==> src/rtl/soc_pkg.sv <==
// Shared constants, register codes and types for the seat occupancy detector.
package soc_pkg;

    // Channel count and field widths
    localparam int MAX_CH      = 6;
    localparam int SAMPLE_W    = 12;
    localparam int SUM_W       = 15;
    localparam int HOLD_W      = 16;
    localparam int ROW_W       = 3;
    localparam int COUNT_W     = 3;

    // Reciprocal divide: exact floor quotient for any 15-bit sum and divisor 1..8
    localparam int RECIP_SHIFT = 18;
    localparam int RECIP_W     = RECIP_SHIFT + 1;
    localparam int PROD_W      = SUM_W + RECIP_W;

    // Defaults for the top-level parameters
    localparam int CHANNELS_DEF = 6;
    localparam int ROWS_DEF     = 5;

    // Configuration port
    localparam int CFG_IDX_W  = 2;
    localparam int CFG_DATA_W = 16;
    localparam logic [CFG_IDX_W-1:0] CFG_THRESHOLD  = 2'd0;
    localparam logic [CFG_IDX_W-1:0] CFG_HOLD_TICKS = 2'd1;

    // Register reset values
    localparam logic [SAMPLE_W-1:0] THRESHOLD_RST  = 12'd1000;
    localparam logic [HOLD_W-1:0]   HOLD_TICKS_RST = 16'd1000;

    typedef logic [SAMPLE_W-1:0] t_sample;
    typedef logic [HOLD_W-1:0]   t_hold;

    // Stage load strobes shared by all lanes
    typedef struct packed {
        logic acc;    // row beat accepted
        logic last;   // row is the last of its block
        logic ld_div; // block sum moves into the divide stage
        logic ld_cmp; // average moves into the compare / hold stage
    } t_lane_ctl;

endpackage

==> src/rtl/soc_lane.sv <==
// One channel lane: accumulate a block, divide by the row count, threshold and hold timer.
module soc_lane
    import soc_pkg::*;
#(
    parameter int ROWS_PER_BLOCK = ROWS_DEF
) (
    input  logic      i_clk,
    input  logic      i_rst_n,
    input  t_lane_ctl i_ctl,
    input  t_sample   i_sample,
    input  t_sample   i_threshold,
    input  t_hold     i_hold_ticks,
    output t_sample   o_average,
    output logic      o_occupied
);

    localparam logic [RECIP_W-1:0] RECIP =
        RECIP_W'(((2 ** RECIP_SHIFT) + ROWS_PER_BLOCK - 1) / ROWS_PER_BLOCK);

    logic [SUM_W-1:0]  r_sum;
    logic [SUM_W-1:0]  r_blk_sum;
    t_sample           r_avg;
    t_sample           r_avg_cmp;
    t_hold             r_hold;
    logic              r_occ;

    logic [SUM_W-1:0]  w_sum_add;
    logic [PROD_W-1:0] w_prod;
    t_hold             n_hold;

    assign w_sum_add = r_sum + SUM_W'(i_sample);
    assign w_prod    = PROD_W'(r_blk_sum) * PROD_W'(RECIP);

    // Running sum: restart at each block end
    always_ff @(posedge i_clk) begin
        if (!i_rst_n) begin
            r_sum <= '0;
        end else if (i_ctl.acc) begin
            r_sum <= i_ctl.last ? '0 : w_sum_add;
        end
    end

    // Capture the finished block sum
    always_ff @(posedge i_clk) begin
        if (i_ctl.acc && i_ctl.last) begin
            r_blk_sum <= w_sum_add;
        end
    end

    // Floor average by reciprocal multiply
    always_ff @(posedge i_clk) begin
        if (i_ctl.ld_div) begin
            r_avg <= w_prod[RECIP_SHIFT +: SAMPLE_W];
        end
    end

    // Reload below threshold, otherwise count a nonzero timer down
    always_comb begin
        if (r_avg < i_threshold) begin
            n_hold = i_hold_ticks;
        end else if (r_hold != '0) begin
            n_hold = r_hold - t_hold'(1);
        end else begin
            n_hold = r_hold;
        end
    end

    always_ff @(posedge i_clk) begin
        if (!i_rst_n) begin
            r_hold <= '0;
        end else if (i_ctl.ld_cmp) begin
            r_hold <= n_hold;
        end
    end

    always_ff @(posedge i_clk) begin
        if (i_ctl.ld_cmp) begin
            r_avg_cmp <= r_avg;
            r_occ     <= (n_hold != '0);
        end
    end

    assign o_average  = r_avg_cmp;
    assign o_occupied = r_occ;

endmodule

==> src/rtl/soc_merge.sv <==
// Merge stage: gather lane results, count occupied seats, hold the result beat.
module soc_merge
    import soc_pkg::*;
(
    input  logic              i_clk,
    input  logic              i_rst_n,
    input  logic              i_load,
    input  t_sample           i_average [MAX_CH],
    input  logic [MAX_CH-1:0] i_occupied,
    input  logic              i_out_stall,
    output logic              o_advance,
    output logic              o_out_valid,
    output t_sample           o_average [MAX_CH],
    output logic [MAX_CH-1:0] o_occupied_mask,
    output logic [COUNT_W-1:0] o_occupied_count
);

    logic               r_vld;
    t_sample            r_avg [MAX_CH];
    logic [MAX_CH-1:0]  r_mask;
    logic [COUNT_W-1:0] r_count;

    // Output register free or draining this cycle
    assign o_advance = !r_vld || !i_out_stall;

    always_ff @(posedge i_clk) begin
        if (!i_rst_n) begin
            r_vld <= 1'b0;
        end else if (o_advance) begin
            r_vld <= i_load;
        end
    end

    always_ff @(posedge i_clk) begin
        if (i_load && o_advance) begin
            r_avg   <= i_average;
            r_mask  <= i_occupied;
            r_count <= COUNT_W'($countones(i_occupied));
        end
    end

    assign o_out_valid      = r_vld;
    assign o_average        = r_avg;
    assign o_occupied_mask  = r_mask;
    assign o_occupied_count = r_count;

endmodule

==> src/rtl/seat_occupancy_detector.sv <==
// Top level of the seat occupancy detector: row control, configuration and lanes.
//
// Each input beat is one scan row with a 12-bit sample per seat channel; one row is
// taken every clock cycle unless the input stalls. After ROWS_PER_BLOCK rows a result
// beat follows the last row through block-sum capture, reciprocal divide, threshold
// and hold timer, and merge, giving the floor average of every channel, a mask of seats
// whose hold timer is nonzero and their count. One lane per channel does the work in
// parallel; channels at or above CHANNELS report an average of zero and are never
// occupied. The input stalls only when the result pipeline is full and the output side
// stalls. Register 0 is the threshold, register 1 the hold time in blocks; writes are
// always ready, other indexes are ignored; new values apply at the next compare load.
module seat_occupancy_detector
    import soc_pkg::*;
#(
    parameter int CHANNELS       = CHANNELS_DEF,
    parameter int ROWS_PER_BLOCK = ROWS_DEF
) (
    input  logic                  i_clk,
    input  logic                  i_rst_n,
    input  logic                  i_in_valid,
    output logic                  o_in_stall,
    input  logic [SAMPLE_W-1:0]   i_sample_0,
    input  logic [SAMPLE_W-1:0]   i_sample_1,
    input  logic [SAMPLE_W-1:0]   i_sample_2,
    input  logic [SAMPLE_W-1:0]   i_sample_3,
    input  logic [SAMPLE_W-1:0]   i_sample_4,
    input  logic [SAMPLE_W-1:0]   i_sample_5,
    output logic                  o_out_valid,
    input  logic                  i_out_stall,
    output logic [SAMPLE_W-1:0]   o_average_0,
    output logic [SAMPLE_W-1:0]   o_average_1,
    output logic [SAMPLE_W-1:0]   o_average_2,
    output logic [SAMPLE_W-1:0]   o_average_3,
    output logic [SAMPLE_W-1:0]   o_average_4,
    output logic [SAMPLE_W-1:0]   o_average_5,
    output logic [MAX_CH-1:0]     o_occupied_mask,
    output logic [COUNT_W-1:0]    o_occupied_count,
    input  logic                  i_cfg_valid,
    output logic                  o_cfg_ready,
    input  logic [CFG_IDX_W-1:0]  i_cfg_index,
    input  logic [CFG_DATA_W-1:0] i_cfg_data
);

    localparam logic [ROW_W-1:0] LAST_ROW = ROW_W'(ROWS_PER_BLOCK - 1);

    t_sample           r_threshold;
    t_hold             r_hold_ticks;
    logic [ROW_W-1:0]  r_row;
    logic              r_v_blk;
    logic              r_v_div;
    logic              r_v_cmp;

    t_lane_ctl         w_ctl;
    t_sample           w_samp [MAX_CH];
    t_sample           w_avg_lane [MAX_CH];
    logic [MAX_CH-1:0] w_occ;
    t_sample           w_avg_out [MAX_CH];
    logic              w_adv_out;
    logic              w_en_cmp;
    logic              w_en_div;
    logic              w_ld_out;

    // Configuration writes
    assign o_cfg_ready = 1'b1;

    always_ff @(posedge i_clk) begin
        if (!i_rst_n) begin
            r_threshold  <= THRESHOLD_RST;
            r_hold_ticks <= HOLD_TICKS_RST;
        end else if (i_cfg_valid && o_cfg_ready) begin
            case (i_cfg_index)
                CFG_THRESHOLD:  r_threshold  <= i_cfg_data[SAMPLE_W-1:0];
                CFG_HOLD_TICKS: r_hold_ticks <= i_cfg_data[HOLD_W-1:0];
                default:        ;
            endcase
        end
    end

    // Stage enables, back from the output register
    assign w_en_cmp = !r_v_cmp || w_adv_out;
    assign w_en_div = !r_v_div || w_en_cmp;
    assign w_ld_out = r_v_cmp && w_adv_out;

    // Stall only when the block-sum stage is full and cannot move on
    assign o_in_stall = r_v_blk && !w_en_div;

    assign w_ctl.acc    = i_in_valid && !o_in_stall;
    assign w_ctl.last   = (r_row == LAST_ROW);
    assign w_ctl.ld_div = r_v_blk && w_en_div;
    assign w_ctl.ld_cmp = r_v_div && w_en_cmp;

    // Row counter within the block
    always_ff @(posedge i_clk) begin
        if (!i_rst_n) begin
            r_row <= '0;
        end else if (w_ctl.acc) begin
            r_row <= w_ctl.last ? '0 : r_row + ROW_W'(1);
        end
    end

    // Pipeline valid bits
    always_ff @(posedge i_clk) begin
        if (!i_rst_n) begin
            r_v_blk <= 1'b0;
            r_v_div <= 1'b0;
            r_v_cmp <= 1'b0;
        end else begin
            r_v_blk <= (w_ctl.acc && w_ctl.last) || (r_v_blk && !w_ctl.ld_div);
            r_v_div <= w_ctl.ld_div || (r_v_div && !w_ctl.ld_cmp);
            r_v_cmp <= w_ctl.ld_cmp || (r_v_cmp && !w_ld_out);
        end
    end

    assign w_samp[0] = i_sample_0;
    assign w_samp[1] = i_sample_1;
    assign w_samp[2] = i_sample_2;
    assign w_samp[3] = i_sample_3;
    assign w_samp[4] = i_sample_4;
    assign w_samp[5] = i_sample_5;

    // One lane per active channel; the rest report zero
    for (genvar c = 0; c < MAX_CH; c++) begin : g_lane
        if (c < CHANNELS) begin : g_on
            soc_lane #(
                .ROWS_PER_BLOCK (ROWS_PER_BLOCK)
            ) u_lane (
                .i_clk        (i_clk),
                .i_rst_n      (i_rst_n),
                .i_ctl        (w_ctl),
                .i_sample     (w_samp[c]),
                .i_threshold  (r_threshold),
                .i_hold_ticks (r_hold_ticks),
                .o_average    (w_avg_lane[c]),
                .o_occupied   (w_occ[c])
            );
        end else begin : g_off
            assign w_avg_lane[c] = '0;
            assign w_occ[c]      = 1'b0;
        end
    end

    soc_merge u_merge (
        .i_clk            (i_clk),
        .i_rst_n          (i_rst_n),
        .i_load           (r_v_cmp),
        .i_average        (w_avg_lane),
        .i_occupied       (w_occ),
        .i_out_stall      (i_out_stall),
        .o_advance        (w_adv_out),
        .o_out_valid      (o_out_valid),
        .o_average        (w_avg_out),
        .o_occupied_mask  (o_occupied_mask),
        .o_occupied_count (o_occupied_count)
    );

    assign o_average_0 = w_avg_out[0];
    assign o_average_1 = w_avg_out[1];
    assign o_average_2 = w_avg_out[2];
    assign o_average_3 = w_avg_out[3];
    assign o_average_4 = w_avg_out[4];
    assign o_average_5 = w_avg_out[5];

endmodule
==> config.mk <==
export PLATFORM = sky130hd
export DESIGN_NAME = seat_occupancy_detector
export DESIGN_NICKNAME = d
export VERILOG_FILES = /design/src/rtl/soc_pkg.sv /design/src/rtl/soc_lane.sv /design/src/rtl/soc_merge.sv /design/src/rtl/seat_occupancy_detector.sv
export SDC_FILE = /design/constraint.sdc
export NUM_CORES = 2
export LEC_CHECK = 0
export ABC_AREA = 1
export BUFFER_PORTS_ARGS = -buffer_cell sky130_fd_sc_hd__buf_2
export CAP_MARGIN = 20
export CORE_ASPECT_RATIO = 0.5
export CORE_MARGIN = 3
export CORE_UTILIZATION = 52
export DETAILED_ROUTE_END_ITERATION = 12
export PLACE_DENSITY = 0.69
export SYNTH_ARGS = -nofsm -noshare
export SYNTH_HDL_FRONTEND = slang
export SYNTH_SLANG_ARGS = --single-unit
==> constraint.sdc <==
create_clock -name i_clk -period 7.8 [get_ports i_clk]
set_input_delay 1.56 -clock i_clk [delete_from_list [all_inputs] [get_ports i_clk]]
set_output_delay 1.56 -clock i_clk [all_outputs]
set_load 0.05 [all_outputs]
# After elaboration in Yosys (flattened, before gate mapping)
# Index checks and enable logic that the tools add are counted.
classes:
  add_sub_neg: 18
  multipliers: 6
  order_cmp: 6
  n_eq_ne: 2
  muxes: 19
  reduce_logical: 39
op_table:
  columns: ["operator", "count"]
  rows:
  - ["2-to-1 mux 16 bit", 12]
  - ["nonzero test 16 bit", 12]
  - ["multiplier 15 x 16 -> 30 bit (second input constant)", 6]
  - ["subtractor 16 x 1 -> 16 bit (second input constant)", 6]
  - ["adder 15 x 12 -> 15 bit", 6]
  - ["2-to-1 mux 15 bit", 6]
  - ["< comparator 12 bit", 6]
  - ["logical AND 1 bit", 9]
  - ["zero test 1 bit", 9]
  - ["adder 1 x 1 -> 2 bit", 3]
  - ["adder 3 bit", 2]
  - ["logical OR 1 bit", 6]
  - ["AND reduction 2 bit", 2]
  - ["adder 3 x 1 -> 3 bit (second input constant)", 1]
  - ["== test 3 bit (second input constant)", 1]
  - ["2-to-1 mux 3 bit", 1]
  - ["== test 2 x 1 -> 1 bit (second input constant)", 1]
  - ["zero test 2 bit", 1]
totals:
  reg_bits: 542
  input_bits: 95
  out_inout_bits: 84
  elab_cells: 141

# Depth between registers and ports, before layout
depth:
  ltp_word: 10
  depth_mapped: 24
  ltp_nobuf: 24

# Modules after synthesis
# Synthesis repeated with hierarchy kept, for this count alone.
unflattened:
  hier_cells: 6298
  area_unflattened_um2: 51842.2
modules_own_cells:
  columns: ["mod", "instances", "cells_per_inst", "area_each_um2", "seq_area_each_um2"]
  rows:
  - ["soc_lane at g_lane[0].g_on.u_lane ...", 3, 999, 7966.4, 1821.7]
  - ["soc_lane at g_lane[5].g_on.u_lane", 1, 1021, 8067.7, 1821.7]
  - ["soc_lane at g_lane[4].g_on.u_lane", 1, 1005, 8001.4, 1821.7]
  - ["soc_lane at g_lane[3].g_on.u_lane", 1, 1003, 7981.4, 1821.7]
  - ["soc_merge", 1, 99, 2582.5, 2452.4]
  - ["seat_occupancy_detector", 1, 173, 1310.0, 680.7]

# Worst setup path after synthesis
# No wires, ideal clock.
synth_timing:
  path_kind: "input -> register"
  startpoint: "in i_out_stall"
  endpoint: "reg g_lane[0].g_on.u_lane.r_blk_sum[0], enable pin"
  setup_time_ns: 0.541
  t_arrival_ns: 5.880
  required_time_ns: 7.259
  slack_ns: 1.379
  stages: 8
  path_buffers: 1
  path_cell_list: "nand2_1 -> nor2_1 -> inv_2 -> nor2_2 -> nand2_1 -> nand2_2 -> buf_4 -> nor2_1"
synth_via:
  elab_chain_cells: 9
synth_rtl:
  columns: ["element", "line", "source"]
  rows:
  - ["start: declaration", "seat_occupancy_detector.sv:29", "input logic i_out_stall,"]
  - ["zero test 1 bit", "soc_merge.sv:24", "assign o_advance = !r_vld || !i_out_stall;"]
  - ["logical OR 1 bit", "soc_merge.sv:24", null]
  - ["logical OR 1 bit", "seat_occupancy_detector.sv:80", "assign w_en_cmp = !r_v_cmp || w_adv_out;"]
  - ["logical OR 1 bit", "seat_occupancy_detector.sv:81", "assign w_en_div = !r_v_div || w_en_cmp;"]
  - ["zero test 1 bit", "seat_occupancy_detector.sv:85", "assign o_in_stall = r_v_blk && !w_en_div;"]
  - ["logical AND 1 bit", "seat_occupancy_detector.sv:85", null]
  - ["zero test 1 bit", "seat_occupancy_detector.sv:87", "assign w_ctl.acc = i_in_valid && !o_in_stall;"]
  - ["logical AND 1 bit", "seat_occupancy_detector.sv:87", null]
  - ["logical AND 1 bit", "soc_lane.sv:45", "if (i_ctl.acc && i_ctl.last) begin"]
  - ["end signal: assignment", "soc_lane.sv:46", "r_blk_sum <= w_sum_add;"]
  - ["end: declaration", "soc_lane.sv:21", "logic [SUM_W-1:0] r_blk_sum;"]
# Every way passes these cells.
# A chain may end at the register's enable or synchronous reset.

# Worst setup path in the final report
layout_timing:
  startpoint: "reg g_lane[0].g_on.u_lane.r_blk_sum[13]"
  endpoint: "reg g_lane[0].g_on.u_lane.r_avg[6], data pin"
layout_via:
  elab_chain_cells: 1
layout_rtl:
  columns: ["element", "line", "source"]
  rows:
  - ["multiplier 15 x 16 -> 30 bit", "soc_lane.sv:32", "assign w_prod = PROD_W'(r_blk_sum) * PROD_W'(RECIP);"]
  - ["named net g_lane[0].g_on.u_lane.w_prod[24]", "soc_lane.sv:28", "logic [PROD_W-1:0] w_prod;"]
  - ["end signal: assignment", "soc_lane.sv:53", "r_avg <= w_prod[RECIP_SHIFT +: SAMPLE_W];"]
  - ["end: declaration", "soc_lane.sv:22", "t_sample r_avg;"]
# The timed path passes the listed nets, and every way through them passes these cells.

==> results by group <==
Synthesis
  • Ys flop type: edfxtp_1
  • Ys async rst share: 0
  • Post-synthesis sequential area ratio: 0.273
  • Post-synth top area cell: ha_1
  • EDFF count, synth: ~320
  • Cells after synthesis: 6263
  • Avg Inst Size Synth: slightly above 8 um^2
  • Commonest cells in the synthesized netlist: nand2_1 (1349), inv_1 (1126), ha_1 (810), nor2_1 (515), a21oi_1 (397)
  • Most frequent cell after synthesis: nand2_1
  • Synth cell types: 45
  • Register bit total from synthesis: 542
  • Post-synth top area share: 0.196
  • Mapped cell area: just over 50000 um^2
  • Post-synth net total: 7510
  • Synth area leaders: ha_1 (20%), edfxtp_1 (19%), fa_1 (13%)
  • Synth warn: 0

Clocking
  • Count of clock tree sinks: 542
  • Root Buffer: clkbuf_16
  • Setup bufs post-CTS: 0
  • CTS tree: done
  • Clock slew at reported path FFs: about 0.070 ns
  • H-tree depth: 2
  • CTS Buf Count: 53
  • Skew-Pair Late Insertion Delay: 0.65 ns
  • Clock buffer depth: 3
  • Post-cts sizing count: 0
  • Hold_buf cts: 0

Die
  • I/O pin cnt: 179
  • Chip height: 229 um
  • Die Area: 103000 um^2
  • Core Box Area: about 97000 um^2
  • Initial Util: 0.533
  • Chip Width: 451 um
  • Core Rows: 80

Cells and area
  • Layout cell share with drive strength beyond 1: 0.0538
  • Diodes inserted: 0
  • Final-layout fill cell count: 8854
  • Area of the multi-input gates: 32800 um^2
  • Nets@finish: 7673
  • Final Non-Filler Cells: 7783
  • Area Growth Syn to Fin: 7.94%
  • Sequential standard cell area: 14100 um^2

Global route
  • GRT met3 Usage: 0.0412
  • Total GRT Usage: 0.261
  • GRT Max-Usage Layer: met2
  • Grt ovf: 0
  • Number of global-route vias before repair: 40900
  • First-pass GRT wire length: approximately 220000 um
  • M1 GR Usage: 0.365
  • Met2 Usage GRT: 0.418
  • Antenna violations before repair: 5
  • Largest net degree at the start of global routing: between 100 and 150

STA
  • TNS Setup: 0 ns
  • # setup viols final: 0
  • Max-slew headroom: 0.284
  • RSZ-0062 raised after global routing: false
  • Final cycle utilization of the critical path: 0.674
  • Final Skew: 0.0310 ns
  • Final Worst Setup Slack: 2.54 ns
  • Tightest Pin Transition: 1.07 ns
  • Final hold viol count: 0
  • Max Freq: roughly 190 MHz
  • Worst hold slack: 0.413 ns
  • Fin crit period: 5.26 ns
  • Final Max Slew Viols: 0

Routing
  • Mean routed wirelength per cell: 17.4 um
  • Final ANT Viol Nets: 0
  • DR iter-0 viols: roughly 3200
  • Vias per cell: 5.32
  • Final WL: between 100000 and 150000 um
  • Drt drc: 0
  • Vias: 41400
  • First-pass DRT Iterations: 6

Power and ir drop
  • Leak pwr: about 0.03 uW
  • Pwr Total: around 7900 uW
  • VDD IR max: about 0.00016 V
  • PwrDens: 141 nW/um^2

Worst setup path
  • Critical path type: reg2reg
  • Critical Path Fanout Max: 4
  • Critical path arrival: about 5.7 ns
  • Crit path launch type: register
  • Worst EP required: 8.21 ns
  • Crit end category: register
  • Crit path from: g_lane[0].g_on.u_lane.r_blk_sum[13]
  • Worst R2R Start: g_lane[0].g_on.u_lane.r_blk_sum[13]

Placement
  • Setup WS pre-CTS: approximately 2.6 ns
  • DP HPWL: between 100000 and 150000 um
  • Dpl cells: 7680
  • Port buffer count: roughly 180
  • RePlAce Congestion: a little under 1

Hold path
  • HP Start: g_lane[5].g_on.u_lane.o_average[0]
  • Worst min path class: reg2reg

Flow run
  • Number of max-cap violations: 0

Run status
  • Run status: completed
[metrics by stage]
step	utilization	instance area, um^2
after global routing	0.575	55700
after CTS	0.575	55600
after detailed placement	0.556	53800
final	0.575	55700
after floorplan	-	51600
after global placement	0.556	53800
[worst max-delay path, cell delays in order, from the launching register on]
cell and delay [ns]:
edfxtp_1 0.40, inv_1 0.07, ha_1 0.29, inv_1 0.05, ha_1 0.32, a21oi_1 0.24, inv_1 0.09, fa_1 0.56
inv_1 0.07, fa_1 0.48, inv_1 0.05, fa_1 0.48, inv_1 0.05, fa_1 0.47, inv_1 0.04, ha_1 0.31
nand2_1 0.09, nor2_1 0.15, inv_1 0.09, nor4_1 0.40, nand3_1 0.16, nand3_1 0.12, nand2_1 0.06
[path summary, 6_finish.rpt]
path | end | slack [ns] | cells past startpoint
setup / recovery | g_lane[0].g_on.u_lane.r_avg[6] | 2.54 | 22
hold / removal | u_merge.o_average[0] | 0.41 | 0
setup reg to reg | g_lane[0].g_on.u_lane.r_avg[6] | 2.54 | 22
hold reg to reg | u_merge.o_average[0] | 0.41 | 0
[flip-flops by register name, indices dropped and copies added, names as in the netlist, 3 cells and up]
register and flops:
g_lane.g_on.u_lane.o_average 72, g_lane.g_on.u_lane.o_occupied 6, g_lane.g_on.u_lane.r_avg 72, g_lane.g_on.u_lane.r_blk_sum 90, g_lane.g_on.u_lane.r_hold 96, g_lane.g_on.u_lane.r_sum 90, r_hold_ticks 16, r_row 3
r_threshold 12, u_merge.o_average 72, u_merge.o_occupied_count 3, u_merge.o_occupied_mask 6
[layer usage]
layer | up-vias | share of wire | routed length, um
li1 | 20600 | - | -
met1 | 19500 | 0.46 | 62600
met2 | 1113 | 0.44 | 60200
met3 | 230 | 0.065 | 8790
met4 | 0 | 0.029 | 3990
met5 | - | 0 | 0
[power by group]
part	total, uW	leakage (uW)	internal [uW]	switching [uW]
combinational	1930	0.0240	692	1230
sequential	3190	0.00467	3140	56.3
clock	2750	0.000890	1560	1190
[kinds of logic after synthesis]
family                   count (synthesis)  synth area share
AO/OA/AOI/OAI                          839            0.0912
XOR/XNOR                               169            0.0287
adder cells (fa/ha/maj)               1152             0.329
buffers and inverters                 1225            0.0922
flip-flops                             542             0.273
other                                    1         0.0000727
AND/OR/NAND/NOR                       2335             0.186
[placed cells by master, fill, tap and decap left out, drive strengths merged]
cell / Yosys / layout
nand2: 1366 / 1366
inv: 1132 / 1135
ha: 810 / 810
nor2: 532 / 532
a21oi: 401 / 401
fa: 342 / 342
edfxtp: 321 / 321
nand3: 293 / 293
o21ai: 236 / 236
dfxtp: 221 / 221
buf: 54 / 199
xor2: 124 / 124
clkbuf: 38 / 73
a21o: 59 / 59
xnor2: 45 / 45
o21bai: 43 / 43
nor3: 41 / 41
a31oi: 35 / 35
nand4: 26 / 26
nand3b: 23 / 23
and2: 22 / 22
a22oi: 18 / 18
clkinv: 1 / 17
nor4: 16 / 16
o211ai: 16 / 16
o21a: 15 / 15
or2: 14 / 14
a21boi: 10 / 10
bufinv: 0 / 5
a211oi: 4 / 4
clkinvlp: 0 / 4
o31ai: 2 / 2
and3: 2 / 2
conb: 1 / 1
[area by class of cell]
type | instances | share of cell area
multi-input cells | 4496 | 0.589
inverters | 1133 | 0.0765
flip-flops and latches | 542 | 0.253
repair buffers | 200 | 0.0193
clock inverters | 28 | 0.00512
clock buffers | 72 | 0.0278
well taps | 1312 | 0.0295
No activity file was read; power rests on OpenSTA's default activity.
